===== src/rtl/svf_pkg.sv =====
`timescale 1ns / 1ps

package svf_pkg;

   // Field and state widths
   localparam int SAMPLE_W = 24;
   localparam int COEF_W   = 18;
   localparam int DAMP_W   = 24;
   localparam int LIMIT_W  = 16;
   localparam int PASS_W   = 4;
   localparam int STATE_W  = 40;
   localparam int WIDE_W   = 51;
   localparam int HALF_W   = 12;
   localparam int PP_W     = STATE_W + HALF_W + 1;
   localparam int ACC_W    = 65;
   localparam int PROD_W   = ACC_W - 16;

   // Pass count limits
   localparam logic [PASS_W-1:0] MAX_OVERSAMPLE = 4'd8;
   localparam logic [PASS_W-1:0] DEFAULT_PASSES = 4'd3;

   // Configuration register indexes and reset values
   localparam logic CSR_OVERSAMPLE = 1'b0;
   localparam logic CSR_LIMIT      = 1'b1;
   localparam logic [PASS_W-1:0]  OVERSAMPLE_RESET = 4'd3;
   localparam logic [LIMIT_W-1:0] LIMIT_RESET      = 16'd1092;

   // Q.16 constants
   localparam logic [COEF_W-1:0] TWO_Q16  = 18'd131072;
   localparam logic [ACC_W-1:0]  HALF_Q16 = 65'd32768;

   // Datapath operations
   localparam logic [2:0] OP_NONE   = 3'd0;
   localparam logic [2:0] OP_LOAD   = 3'd1;
   localparam logic [2:0] OP_MUL_LO = 3'd2;
   localparam logic [2:0] OP_MUL_HI = 3'd3;
   localparam logic [2:0] OP_FLOOR  = 3'd4;
   localparam logic [2:0] OP_HP     = 3'd5;
   localparam logic [2:0] OP_BP     = 3'd6;
   localparam logic [2:0] OP_LP     = 3'd7;

   // Multiplier operand pairs
   localparam logic [1:0] SEL_LIM = 2'd0;
   localparam logic [1:0] SEL_BQ  = 2'd1;
   localparam logic [1:0] SEL_HF  = 2'd2;
   localparam logic [1:0] SEL_BF  = 2'd3;

   typedef struct packed {
      logic [2:0] op;
      logic [1:0] sel;
      logic       load_out;
   } svf_cmd_type;

   // Saturate a wide signed value to the 40-bit state range.
   function automatic logic signed [STATE_W-1:0] sat40(input logic signed [WIDE_W-1:0] v);
      logic [WIDE_W-STATE_W:0] top;
      top = v[WIDE_W-1:STATE_W-1];
      if (&top || ~|top) begin
         return v[STATE_W-1:0];
      end else if (v[WIDE_W-1]) begin
         return {1'b1, {(STATE_W-1){1'b0}}};
      end else begin
         return {1'b0, {(STATE_W-1){1'b1}}};
      end
   endfunction

   // Round a Q.16 state value half up to whole units and saturate to 24 bits.
   function automatic logic signed [SAMPLE_W-1:0] to_out(input logic signed [STATE_W-1:0] v);
      logic signed [STATE_W:0] r;
      logic signed [STATE_W-16:0] t;
      r = {v[STATE_W-1], v} + 41'sd32768;
      t = r[STATE_W:16];
      if (t[STATE_W-16] == t[STATE_W-17]) begin
         return t[SAMPLE_W-1:0];
      end else if (t[STATE_W-16]) begin
         return {1'b1, {(SAMPLE_W-1){1'b0}}};
      end else begin
         return {1'b0, {(SAMPLE_W-1){1'b1}}};
      end
   endfunction

endpackage


===== src/rtl/state_variable_filter_oversampled.sv =====
`timescale 1ns / 1ps
// Channel   Handshake                Word
// req       req_valid / req_ready    req_sample, req_tune_coef, req_damping
// rsp       rsp_valid / rsp_ready    rsp_highpass_out, rsp_lowpass_out,
//                                    rsp_bandpass_out, rsp_bandreject_out
// csr       csr_write_en             csr_index, csr_wdata
//
// Each word is worked in P passes, P being the pass count (1 to 8): each pass makes three
// 40 x 24 products on one shared multiplier, each as a low and a high half product, and
// each product is followed by one of the three adds.
// Reset clears the filter state and loads the register reset values.
// A finished word waits in the output register; the next word is taken while it waits,
// and only a second finished word stalls until the first has been taken.

module state_variable_filter_oversampled import svf_pkg::*; (
   input  logic                       clock,
   input  logic                       reset,
   input  logic                       req_valid,
   output logic                       req_ready,
   input  logic signed [SAMPLE_W-1:0] req_sample,
   input  logic [COEF_W-1:0]          req_tune_coef,
   input  logic [DAMP_W-1:0]          req_damping,
   output logic                       rsp_valid,
   input  logic                       rsp_ready,
   output logic signed [SAMPLE_W-1:0] rsp_highpass_out,
   output logic signed [SAMPLE_W-1:0] rsp_lowpass_out,
   output logic signed [SAMPLE_W-1:0] rsp_bandpass_out,
   output logic signed [SAMPLE_W-1:0] rsp_bandreject_out,
   input  logic                       csr_write_en,
   input  logic                       csr_index,
   input  logic [LIMIT_W-1:0]         csr_wdata
);

   logic [PASS_W-1:0]  oversample_ff;
   logic [LIMIT_W-1:0] limit_ff;
   svf_cmd_type        cmd;

   // Configuration registers.
   always_ff @(posedge clock) begin
      if (reset) begin
         oversample_ff <= OVERSAMPLE_RESET;
         limit_ff      <= LIMIT_RESET;
      end else if (csr_write_en) begin
         unique case (csr_index)
            CSR_OVERSAMPLE: oversample_ff <= csr_wdata[PASS_W-1:0];
            default:        limit_ff      <= csr_wdata;
         endcase
      end
   end

   svf_ctrl u_ctrl (
      .clock            (clock),
      .reset            (reset),
      .oversample_count (oversample_ff),
      .req_valid        (req_valid),
      .req_ready        (req_ready),
      .rsp_valid        (rsp_valid),
      .rsp_ready        (rsp_ready),
      .cmd              (cmd)
   );

   svf_dp u_dp (
      .clock              (clock),
      .reset              (reset),
      .cmd                (cmd),
      .limit_scale        (limit_ff),
      .req_sample         (req_sample),
      .req_tune_coef      (req_tune_coef),
      .req_damping        (req_damping),
      .rsp_highpass_out   (rsp_highpass_out),
      .rsp_lowpass_out    (rsp_lowpass_out),
      .rsp_bandpass_out   (rsp_bandpass_out),
      .rsp_bandreject_out (rsp_bandreject_out)
   );

   // A word is captured only on an accepting edge.
   a_load_on_accept: assert property (@(posedge clock) disable iff (reset)
      (cmd.op == OP_LOAD) |-> (req_valid && req_ready))
      else $error("word captured without an input handshake");

   // After acceptance the block is not ready in the following cycle.
   a_busy_after_accept: assert property (@(posedge clock) disable iff (reset)
      (req_valid && req_ready) |=> !req_ready)
      else $error("input accepted twice in a row");

   // Loading the output register raises the result valid.
   a_valid_after_load: assert property (@(posedge clock) disable iff (reset)
      cmd.load_out |=> rsp_valid)
      else $error("result loaded but not presented");

   // The output register is never overwritten while a result waits.
   a_no_overwrite: assert property (@(posedge clock) disable iff (reset)
      (cmd.load_out && rsp_valid) |-> rsp_ready)
      else $error("pending result overwritten");

endmodule


===== src/rtl/svf_dp.sv =====
`timescale 1ns / 1ps

module svf_dp import svf_pkg::*; (
   input  logic                       clock,
   input  logic                       reset,
   input  svf_cmd_type                cmd,
   input  logic [LIMIT_W-1:0]         limit_scale,
   input  logic signed [SAMPLE_W-1:0] req_sample,
   input  logic [COEF_W-1:0]          req_tune_coef,
   input  logic [DAMP_W-1:0]          req_damping,
   output logic signed [SAMPLE_W-1:0] rsp_highpass_out,
   output logic signed [SAMPLE_W-1:0] rsp_lowpass_out,
   output logic signed [SAMPLE_W-1:0] rsp_bandpass_out,
   output logic signed [SAMPLE_W-1:0] rsp_bandreject_out
);

   logic signed [SAMPLE_W-1:0] x_ff;
   logic [COEF_W-1:0]          f_ff;
   logic [DAMP_W-1:0]          q_ff;
   logic signed [STATE_W-1:0]  bd_ff, bd_in;
   logic signed [STATE_W-1:0]  ld_ff, ld_in;
   logic signed [STATE_W-1:0]  hp_ff, bp_ff, br_ff;
   logic signed [ACC_W-1:0]    acc_ff;
   logic signed [SAMPLE_W-1:0] hp_out_ff, lp_out_ff, bp_out_ff, br_out_ff;

   logic [COEF_W-1:0]          lim_base;
   logic signed [STATE_W-1:0]  mul_a;
   logic [DAMP_W-1:0]          mul_c;
   logic [HALF_W-1:0]          c_half;
   logic signed [PP_W-1:0]     pp;
   logic signed [ACC_W-1:0]    pp_ext;
   logic signed [ACC_W-1:0]    acc_in;
   logic signed [PROD_W-1:0]   prod;
   logic signed [WIDE_W-1:0]   prod_w, x_w, bd_w, ld_w, hp_w;
   logic signed [STATE_W-1:0]  hp_sat, bp_sat, lp_sat, br_sat;

   // Operand selection for the shared multiplier.
   always_comb begin
      lim_base = (f_ff < TWO_Q16) ? COEF_W'(TWO_Q16 - f_ff) : '0;
      unique case (cmd.sel)
         SEL_LIM: begin
            mul_a = {{(STATE_W-COEF_W){1'b0}}, lim_base};
            mul_c = {{(DAMP_W-LIMIT_W){1'b0}}, limit_scale};
         end
         SEL_BQ: begin
            mul_a = bd_ff;
            mul_c = q_ff;
         end
         SEL_HF: begin
            mul_a = hp_ff;
            mul_c = {{(DAMP_W-COEF_W){1'b0}}, f_ff};
         end
         default: begin
            mul_a = bd_ff;
            mul_c = {{(DAMP_W-COEF_W){1'b0}}, f_ff};
         end
      endcase
   end

   // One 40 x 13 partial product per cycle; the low half starts the sum with the rounding bias.
   assign c_half = (cmd.op == OP_MUL_HI) ? mul_c[DAMP_W-1:HALF_W] : mul_c[HALF_W-1:0];
   assign pp     = PP_W'(mul_a) * PP_W'($signed({1'b0, c_half}));
   assign pp_ext = {{(ACC_W-PP_W){pp[PP_W-1]}}, pp};
   assign acc_in = (cmd.op == OP_MUL_HI) ? acc_ff + (pp_ext <<< HALF_W)
                                         : pp_ext + $signed(HALF_Q16);

   // Rounded product and the recursion adds; the adds are saturated to the state range.
   assign prod   = acc_ff[ACC_W-1:16];
   assign prod_w = {{(WIDE_W-PROD_W){prod[PROD_W-1]}}, prod};
   assign x_w    = {{(WIDE_W-SAMPLE_W-16){x_ff[SAMPLE_W-1]}}, x_ff, 16'd0};
   assign bd_w   = {{(WIDE_W-STATE_W){bd_ff[STATE_W-1]}}, bd_ff};
   assign ld_w   = {{(WIDE_W-STATE_W){ld_ff[STATE_W-1]}}, ld_ff};
   assign hp_w   = {{(WIDE_W-STATE_W){hp_ff[STATE_W-1]}}, hp_ff};
   assign hp_sat = sat40(x_w - prod_w - ld_w);
   assign bp_sat = sat40(prod_w + bd_w);
   assign lp_sat = sat40(prod_w + ld_w);
   assign br_sat = sat40({{(WIDE_W-STATE_W){lp_sat[STATE_W-1]}}, lp_sat} + hp_w);

   // Filter state: band and low delays move together at the end of each pass.
   always_comb begin
      bd_in = bd_ff;
      ld_in = ld_ff;
      if (cmd.op == OP_LP) begin
         bd_in = bp_ff;
         ld_in = lp_sat;
      end
   end

   always_ff @(posedge clock) begin
      if (reset) begin
         bd_ff <= '0;
         ld_ff <= '0;
      end else begin
         bd_ff <= bd_in;
         ld_ff <= ld_in;
      end
   end

   // Working registers of the current word.
   always_ff @(posedge clock) begin
      case (cmd.op)
         OP_LOAD: begin
            x_ff <= req_sample;
            f_ff <= req_tune_coef;
            q_ff <= req_damping;
         end
         OP_MUL_LO, OP_MUL_HI: begin
            acc_ff <= acc_in;
         end
         OP_FLOOR: begin
            if (q_ff < prod[DAMP_W-1:0]) begin
               q_ff <= prod[DAMP_W-1:0];
            end
         end
         OP_HP: begin
            hp_ff <= hp_sat;
         end
         OP_BP: begin
            bp_ff <= bp_sat;
         end
         OP_LP: begin
            br_ff <= br_sat;
         end
         default: begin
         end
      endcase
   end

   // Output register, loaded once the last pass has finished.
   always_ff @(posedge clock) begin
      if (cmd.load_out) begin
         hp_out_ff <= to_out(hp_ff);
         lp_out_ff <= to_out(ld_ff);
         bp_out_ff <= to_out(bd_ff);
         br_out_ff <= to_out(br_ff);
      end
   end

   assign rsp_highpass_out   = hp_out_ff;
   assign rsp_lowpass_out    = lp_out_ff;
   assign rsp_bandpass_out   = bp_out_ff;
   assign rsp_bandreject_out = br_out_ff;

endmodule


===== src/rtl/svf_ctrl.sv =====
`timescale 1ns / 1ps

module svf_ctrl import svf_pkg::*; (
   input  logic              clock,
   input  logic              reset,
   input  logic [PASS_W-1:0] oversample_count,
   input  logic              req_valid,
   output logic              req_ready,
   output logic              rsp_valid,
   input  logic              rsp_ready,
   output svf_cmd_type       cmd
);

   localparam logic [3:0] ST_IDLE   = 4'd0;
   localparam logic [3:0] ST_LIM_LO = 4'd1;
   localparam logic [3:0] ST_LIM_HI = 4'd2;
   localparam logic [3:0] ST_FLOOR  = 4'd3;
   localparam logic [3:0] ST_BQ_LO  = 4'd4;
   localparam logic [3:0] ST_BQ_HI  = 4'd5;
   localparam logic [3:0] ST_HP     = 4'd6;
   localparam logic [3:0] ST_HF_LO  = 4'd7;
   localparam logic [3:0] ST_HF_HI  = 4'd8;
   localparam logic [3:0] ST_BP     = 4'd9;
   localparam logic [3:0] ST_BF_LO  = 4'd10;
   localparam logic [3:0] ST_BF_HI  = 4'd11;
   localparam logic [3:0] ST_LP     = 4'd12;
   localparam logic [3:0] ST_DONE   = 4'd13;

   logic [3:0]        state_ff, state_in;
   logic [PASS_W-1:0] passes_ff, passes_in;
   logic [PASS_W-1:0] count_ff, count_in;
   logic              valid_ff, valid_in;
   logic [PASS_W-1:0] passes_req;

   // Pass count of a new word: zero means the default, and it is capped at the maximum.
   always_comb begin
      passes_req = (oversample_count == '0) ? DEFAULT_PASSES : oversample_count;
      if (passes_req > MAX_OVERSAMPLE) begin
         passes_req = MAX_OVERSAMPLE;
      end
   end

   // Sequencer: limit product and damping floor, then three products per pass on the shared multiplier.
   always_comb begin
      state_in  = state_ff;
      passes_in = passes_ff;
      count_in  = count_ff;
      valid_in  = valid_ff && !rsp_ready;
      cmd       = '{op: OP_NONE, sel: SEL_LIM, load_out: 1'b0};
      unique case (state_ff)
         ST_IDLE: begin
            if (req_valid) begin
               cmd.op    = OP_LOAD;
               passes_in = passes_req;
               count_in  = '0;
               state_in  = ST_LIM_LO;
            end
         end
         ST_LIM_LO: begin
            cmd      = '{op: OP_MUL_LO, sel: SEL_LIM, load_out: 1'b0};
            state_in = ST_LIM_HI;
         end
         ST_LIM_HI: begin
            cmd      = '{op: OP_MUL_HI, sel: SEL_LIM, load_out: 1'b0};
            state_in = ST_FLOOR;
         end
         ST_FLOOR: begin
            cmd.op   = OP_FLOOR;
            state_in = ST_BQ_LO;
         end
         ST_BQ_LO: begin
            cmd      = '{op: OP_MUL_LO, sel: SEL_BQ, load_out: 1'b0};
            state_in = ST_BQ_HI;
         end
         ST_BQ_HI: begin
            cmd      = '{op: OP_MUL_HI, sel: SEL_BQ, load_out: 1'b0};
            state_in = ST_HP;
         end
         ST_HP: begin
            cmd.op   = OP_HP;
            state_in = ST_HF_LO;
         end
         ST_HF_LO: begin
            cmd      = '{op: OP_MUL_LO, sel: SEL_HF, load_out: 1'b0};
            state_in = ST_HF_HI;
         end
         ST_HF_HI: begin
            cmd      = '{op: OP_MUL_HI, sel: SEL_HF, load_out: 1'b0};
            state_in = ST_BP;
         end
         ST_BP: begin
            cmd.op   = OP_BP;
            state_in = ST_BF_LO;
         end
         ST_BF_LO: begin
            cmd      = '{op: OP_MUL_LO, sel: SEL_BF, load_out: 1'b0};
            state_in = ST_BF_HI;
         end
         ST_BF_HI: begin
            cmd      = '{op: OP_MUL_HI, sel: SEL_BF, load_out: 1'b0};
            state_in = ST_LP;
         end
         ST_LP: begin
            cmd.op   = OP_LP;
            count_in = count_ff + 1'b1;
            state_in = (count_ff + 1'b1 == passes_ff) ? ST_DONE : ST_BQ_LO;
         end
         ST_DONE: begin
            // Wait here only while the previous result is still held.
            if (!valid_ff || rsp_ready) begin
               cmd.load_out = 1'b1;
               valid_in     = 1'b1;
               state_in     = ST_IDLE;
            end
         end
         default: begin
            state_in = ST_IDLE;
         end
      endcase
   end

   always_ff @(posedge clock) begin
      if (reset) begin
         state_ff  <= ST_IDLE;
         passes_ff <= DEFAULT_PASSES;
         count_ff  <= '0;
         valid_ff  <= 1'b0;
      end else begin
         state_ff  <= state_in;
         passes_ff <= passes_in;
         count_ff  <= count_in;
         valid_ff  <= valid_in;
      end
   end

   assign req_ready = (state_ff == ST_IDLE);
   assign rsp_valid = valid_ff;

endmodule

===== config.mk =====
export PLATFORM = sky130hd
export DESIGN_NAME = state_variable_filter_oversampled
export DESIGN_NICKNAME = d
export VERILOG_FILES = /design/src/rtl/svf_pkg.sv /design/src/rtl/state_variable_filter_oversampled.sv /design/src/rtl/svf_dp.sv /design/src/rtl/svf_ctrl.sv
export SDC_FILE = /design/constraint.sdc
export NUM_CORES = 2
export LEC_CHECK = 0
export BUFFER_PORTS_ARGS = -buffer_cell sky130_fd_sc_hd__buf_4
export CAP_MARGIN = 20
export CORE_ASPECT_RATIO = 1.4
export CORE_UTILIZATION = 60
export CTS_BUF_LIST = sky130_fd_sc_hd__clkbuf_8
export DETAILED_ROUTE_END_ITERATION = 6
export HOLD_SLACK_MARGIN = 0.05
export PLACE_DENSITY = 0.86
export SLEW_MARGIN = 20
export SYNTH_ARGS = -nofsm -noshare
export SYNTH_HDL_FRONTEND = slang
export SYNTH_SLANG_ARGS = --single-unit
export TNS_END_PERCENT = 30

===== constraint.sdc =====
create_clock -name clock -period 10.8 [get_ports clock]
set_clock_uncertainty 0.2 [all_clocks]
set_input_delay 2.16 -clock clock [delete_from_list [all_inputs] [get_ports clock]]
set_output_delay 2.16 -clock clock [all_outputs]
set_load 0.05 [all_outputs]

==> metrics.md <==
| Metric | Value |
|---|---|
| HP Class | `register to register` |
| Final ANT Viol Nets | `0` |
| Post-Route WL | `between 150000 and 200000 µm` |
| Count leader, synth | `nand2_1` |
| Pwr Density | `between 150 and 200 nW/µm²` |
| Synth area leader | `edfxtp_1` |
| Leakage | `roughly 25 nW` |
| DP Cell Count | `~7000` |
| Ys Warns | `0` |
| Pin count of the biggest net entering global routing | `90` |
| CTS H-Tree Depth | `3` |
| Area Growth Syn to Fin | `11.2%` |
| Hold path depth | `2` |
| Peak VDD IR | `193 µV` |
| CTS root buf | `clkbuf_8` |
| Clock slew at reported path FFs | `0.07 ns` |
| GRT Util Overall | `40.7%` |
| Max Clk Rate | `0.0963 GHz` |
| Synth async-reset ratio | `0%` |
| Setup TNS | `0 ns` |
| Die Wd | `about 250 µm` |
| Worst path slowest cell | `fa_1` |
| Share of layout cells above drive strength 1 | `between 10% and 20%` |
| Min Tclk post-route | `slightly above 10 ns` |
| Synth area leaders | `edfxtp_1 19%, fa_1 18%, ha_1 11%` |
| Post-synth EDFFs | `320` |
| Cell mode on critical path | `fa_1` |
| Reg-to-Reg Start | `u_dp.f_ff[1]$_DFFE_PP_` |
| Post-DR vias/cell | `about 6.3` |
| Largest stage delay, worst path | `between 0.5 and 0.6 ns` |
| Chip Height | `approximately 340 µm` |
| Cell area after synthesis | `roughly 50000 µm²` |
| Worst Max-Slew Pin Slew | `approximately 1.1 ns` |
| Starting DRT DRC Count | `3956` |
| Worst skew pair latency | `roughly 0.69 ns` |
| Layout Cells excl Fill | `7121` |
| Fillers | `between 6000 and 7000` |
| Most used DFF post-synth | `edfxtp_1` |
| First-pass DRT Iterations | `7` |
| First-pass GRT wire length | `approximately 260000 µm` |
| Crit start category | `register` |
| Status | `finished with violations` |
| Port Buffers | `roughly 190` |
| Placer Congestion | `1.04` |
| Final slew viol count | `0` |
| Bufs on Longest Clock Path | `3` |
| Syn Inst Count | `~5700` |
| Top cell type's share of synthesized area | `between 10% and 20%` |
| Number of global-route vias before repair | `44400` |
| I/O Pins | `roughly 190` |
| Hold path start | `limit_ff[7]$_SDFFE_PP0P_` |
| Wirelength per Cell | `24.2 µm` |
| CTS Hold Buffers Added | `0` |
| Full die area | `84300 µm²` |
| WP data arrival | `roughly 11 ns` |
| Commonest cells in the netlist | `735 x nand2_1, 699 x inv_1, 464 x nor2_1, 455 x fa_1, 435 x ha_1` |
| Initial antenna violation count | `6` |
| Worst-path fanout max | `7` |
| Sequential share of the synthesized area | `between 20% and 30%` |
| Reg2Reg Depth | `between 40 and 50` |
| Nets | `about 7000` |
| Overflow after GRT | `0` |
| Initial Util | `about 61%` |
| Period utilisation layout | `between 90% and 100%` |
| Unique masters post-synth | `86` |
| Hold Vio Cnt, Final | `0` |
| Final setup viols | `0` |
| CP required | `about 11 ns` |
| Max-cap viol count | `0` |
| Crit path kind | `register to register` |
| Slew headroom | `between 20% and 30%` |
| Core area | `slightly above 80000 µm²` |
| Setup slack, reg-to-reg | `approximately 0.4 ns` |
| Failing checks | `DRC` |
| Clock sink count | `433` |
| Mean Syn Cell Area | `8.69 µm²` |
| Worst Hold End | `limit_ff[7]$_SDFFE_PP0P_` |
| Mapped Nets | `6715` |
| Crit. End Element | `register` |
| CTS tree | `built` |
| Via count | `between 40000 and 50000` |
| Min Hold Slack | `0.269 ns` |
| DP Wirelength | `136000 µm` |
| Num CTS Buffers | `77` |
| Row cnt | `~120` |
| FF+latch count, synth | `roughly 430` |
| DRC | `2` |
| Reg2reg end | `u_dp.acc_ff[64]$_DFFE_PP_` |
-- how the worst max path moves through the flow --
stage                                    startpoint                         to  slack, ns  depth (start not counted)
global route                 u_dp.f_ff[4]$_DFFE_PP_  u_dp.acc_ff[64]$_DFFE_PP_      -0.06                         42
finish                       u_dp.f_ff[1]$_DFFE_PP_  u_dp.acc_ff[64]$_DFFE_PP_       0.41                         42
detailed placement  u_ctrl.state_ff[1]$_SDFFE_PP0P_  u_dp.acc_ff[64]$_DFFE_PP_       0.01                         43
global placement             u_dp.f_ff[4]$_DFFE_PP_  u_dp.acc_ff[64]$_DFFE_PP_       0.23                         42
floorplan           u_ctrl.state_ff[2]$_SDFFE_PP0P_  u_dp.acc_ff[63]$_DFFE_PP_       0.42                         45
CTS                 u_ctrl.state_ff[1]$_SDFFE_PP0P_  u_dp.acc_ff[64]$_DFFE_PP_      0.007                         43
-- cells by family (layout without fill, tap and decap cells) --
kind of cell               count (synthesis)  in the layout  share of synthesized area (%)
other                                      0              4                              0
muxes                                     31             31                          0.692
AOI/OAI and AO/OA                       1330           1330                           17.0
DFF                                      433            433                           23.8
buffers and inverters                    909           1218                           6.87
adders and majority gates                890            890                           29.2
xor gates and xnor gates                 378            378                           6.64
and+or+nand+nor                         1766           1766                           15.9
-- stage by stage --
| step | total power (W) | setup slack, ns | cell area (µm²) | utilization [%] |
|---|---|---|---|---|
| after global placement | 0.00682 | 0.228 | 53300 | 65.0 |
| after detailed placement | 0.00689 | 0.0120 | 53300 | 65.1 |
| after CTS | 0.00852 | 0.00750 | 54900 | 67.0 |
| final | 0.00873 | 0.411 | 55400 | 67.7 |
| after floorplan | 0.00550 | 0.416 | 49900 | - |
| after global routing | 0.00924 | -0.0601 | 55400 | 67.7 |
-- registers in the layout (all words and copies together), names as in the netlist --
register,cells
limit_ff,16
oversample_ff,4
u_ctrl.count_ff,4
u_ctrl.passes_ff,4
u_ctrl.rsp_valid,1
u_ctrl.state_ff,4
u_dp.acc_ff,53
u_dp.bd_ff,40
u_dp.bp_ff,40
u_dp.br_ff,25
u_dp.f_ff,18
u_dp.hp_ff,40
u_dp.ld_ff,40
u_dp.q_ff,24
u_dp.rsp_bandpass_out,24
u_dp.rsp_bandreject_out,24
u_dp.rsp_highpass_out,24
u_dp.rsp_lowpass_out,24
u_dp.x_ff,24
-- cell usage in the layout (no fill, tap or decap), drive strengths merged, types with 35 or more instances in the layout --
master / synthesis / final
nand2: 735 / 735
inv: 700 / 721
nor2: 464 / 464
fa: 455 / 455
ha: 435 / 435
a21oi: 415 / 415
buf: 23 / 372
edfxtp: 320 / 320
o21ai: 319 / 319
xnor2: 224 / 224
a21o: 192 / 192
xor2: 154 / 154
nand3: 115 / 115
dfxtp: 113 / 113
clkbuf: 186 / 88
nor3: 74 / 74
nand2b: 72 / 72
and3: 61 / 61
nand4: 55 / 55
nor2b: 50 / 50
and2: 40 / 40
a211oi: 38 / 38
o21a: 35 / 35
-- per-layer routing --
layer  routed length [µm]  vias to the layer above  global-route usage (%)
li1                     -                    19900                       -
met1                59900                    21500                    46.3
met2                80600                     2312                    66.4
met3                13900                      733                    7.14
met4                17600                        4                    35.0
met5                   34                        -                       0
-- cell type report --
class / count / area, µm² / share of cell area (%)
Antenna cell: 4 / 10.0 / 0.0181
Clock buffer: 85 / 1170 / 2.11
Clock inverter: 58 / 397 / 0.715
Inverter: 700 / 2630 / 4.74
Multi-Input combinational cell: 4395 / 35000 / 63.2
Sequential cell: 433 / 11900 / 21.4
Tap cell: 1071 / 1340 / 2.42
Timing Repair Buffer: 375 / 2980 / 5.37
-- report_power, final --
group | total (W) | internal (W) | switching, W
Sequential | 0.00213 | 0.00197 | 0.000159
Combinational | 0.00499 | 0.00199 | 0.00300
Clock | 0.00162 | 0.000850 | 0.000770
Total | 0.00873 | 0.00481 | 0.00393
-- critical path, delay by kind of cell (launching register included) --
| kind | cells | cell delay, ns |
|---|---|---|
| xor+xnor | 2 | 0.23 |
| buf+inv | 6 | 0.56 |
| flops | 1 | 0.46 |
| simple gates | 11 | 1.87 |
| compound gates | 15 | 3.30 |
| fa+ha+maj | 8 | 3.50 |
-- timing repair --
item                                    in CTS  in global routing
endpoints found under the setup margin       0                 15
buffers inserted                             0                 18
gates resized for setup                      0                 67
No activity file was read; power rests on OpenSTA's default activity.
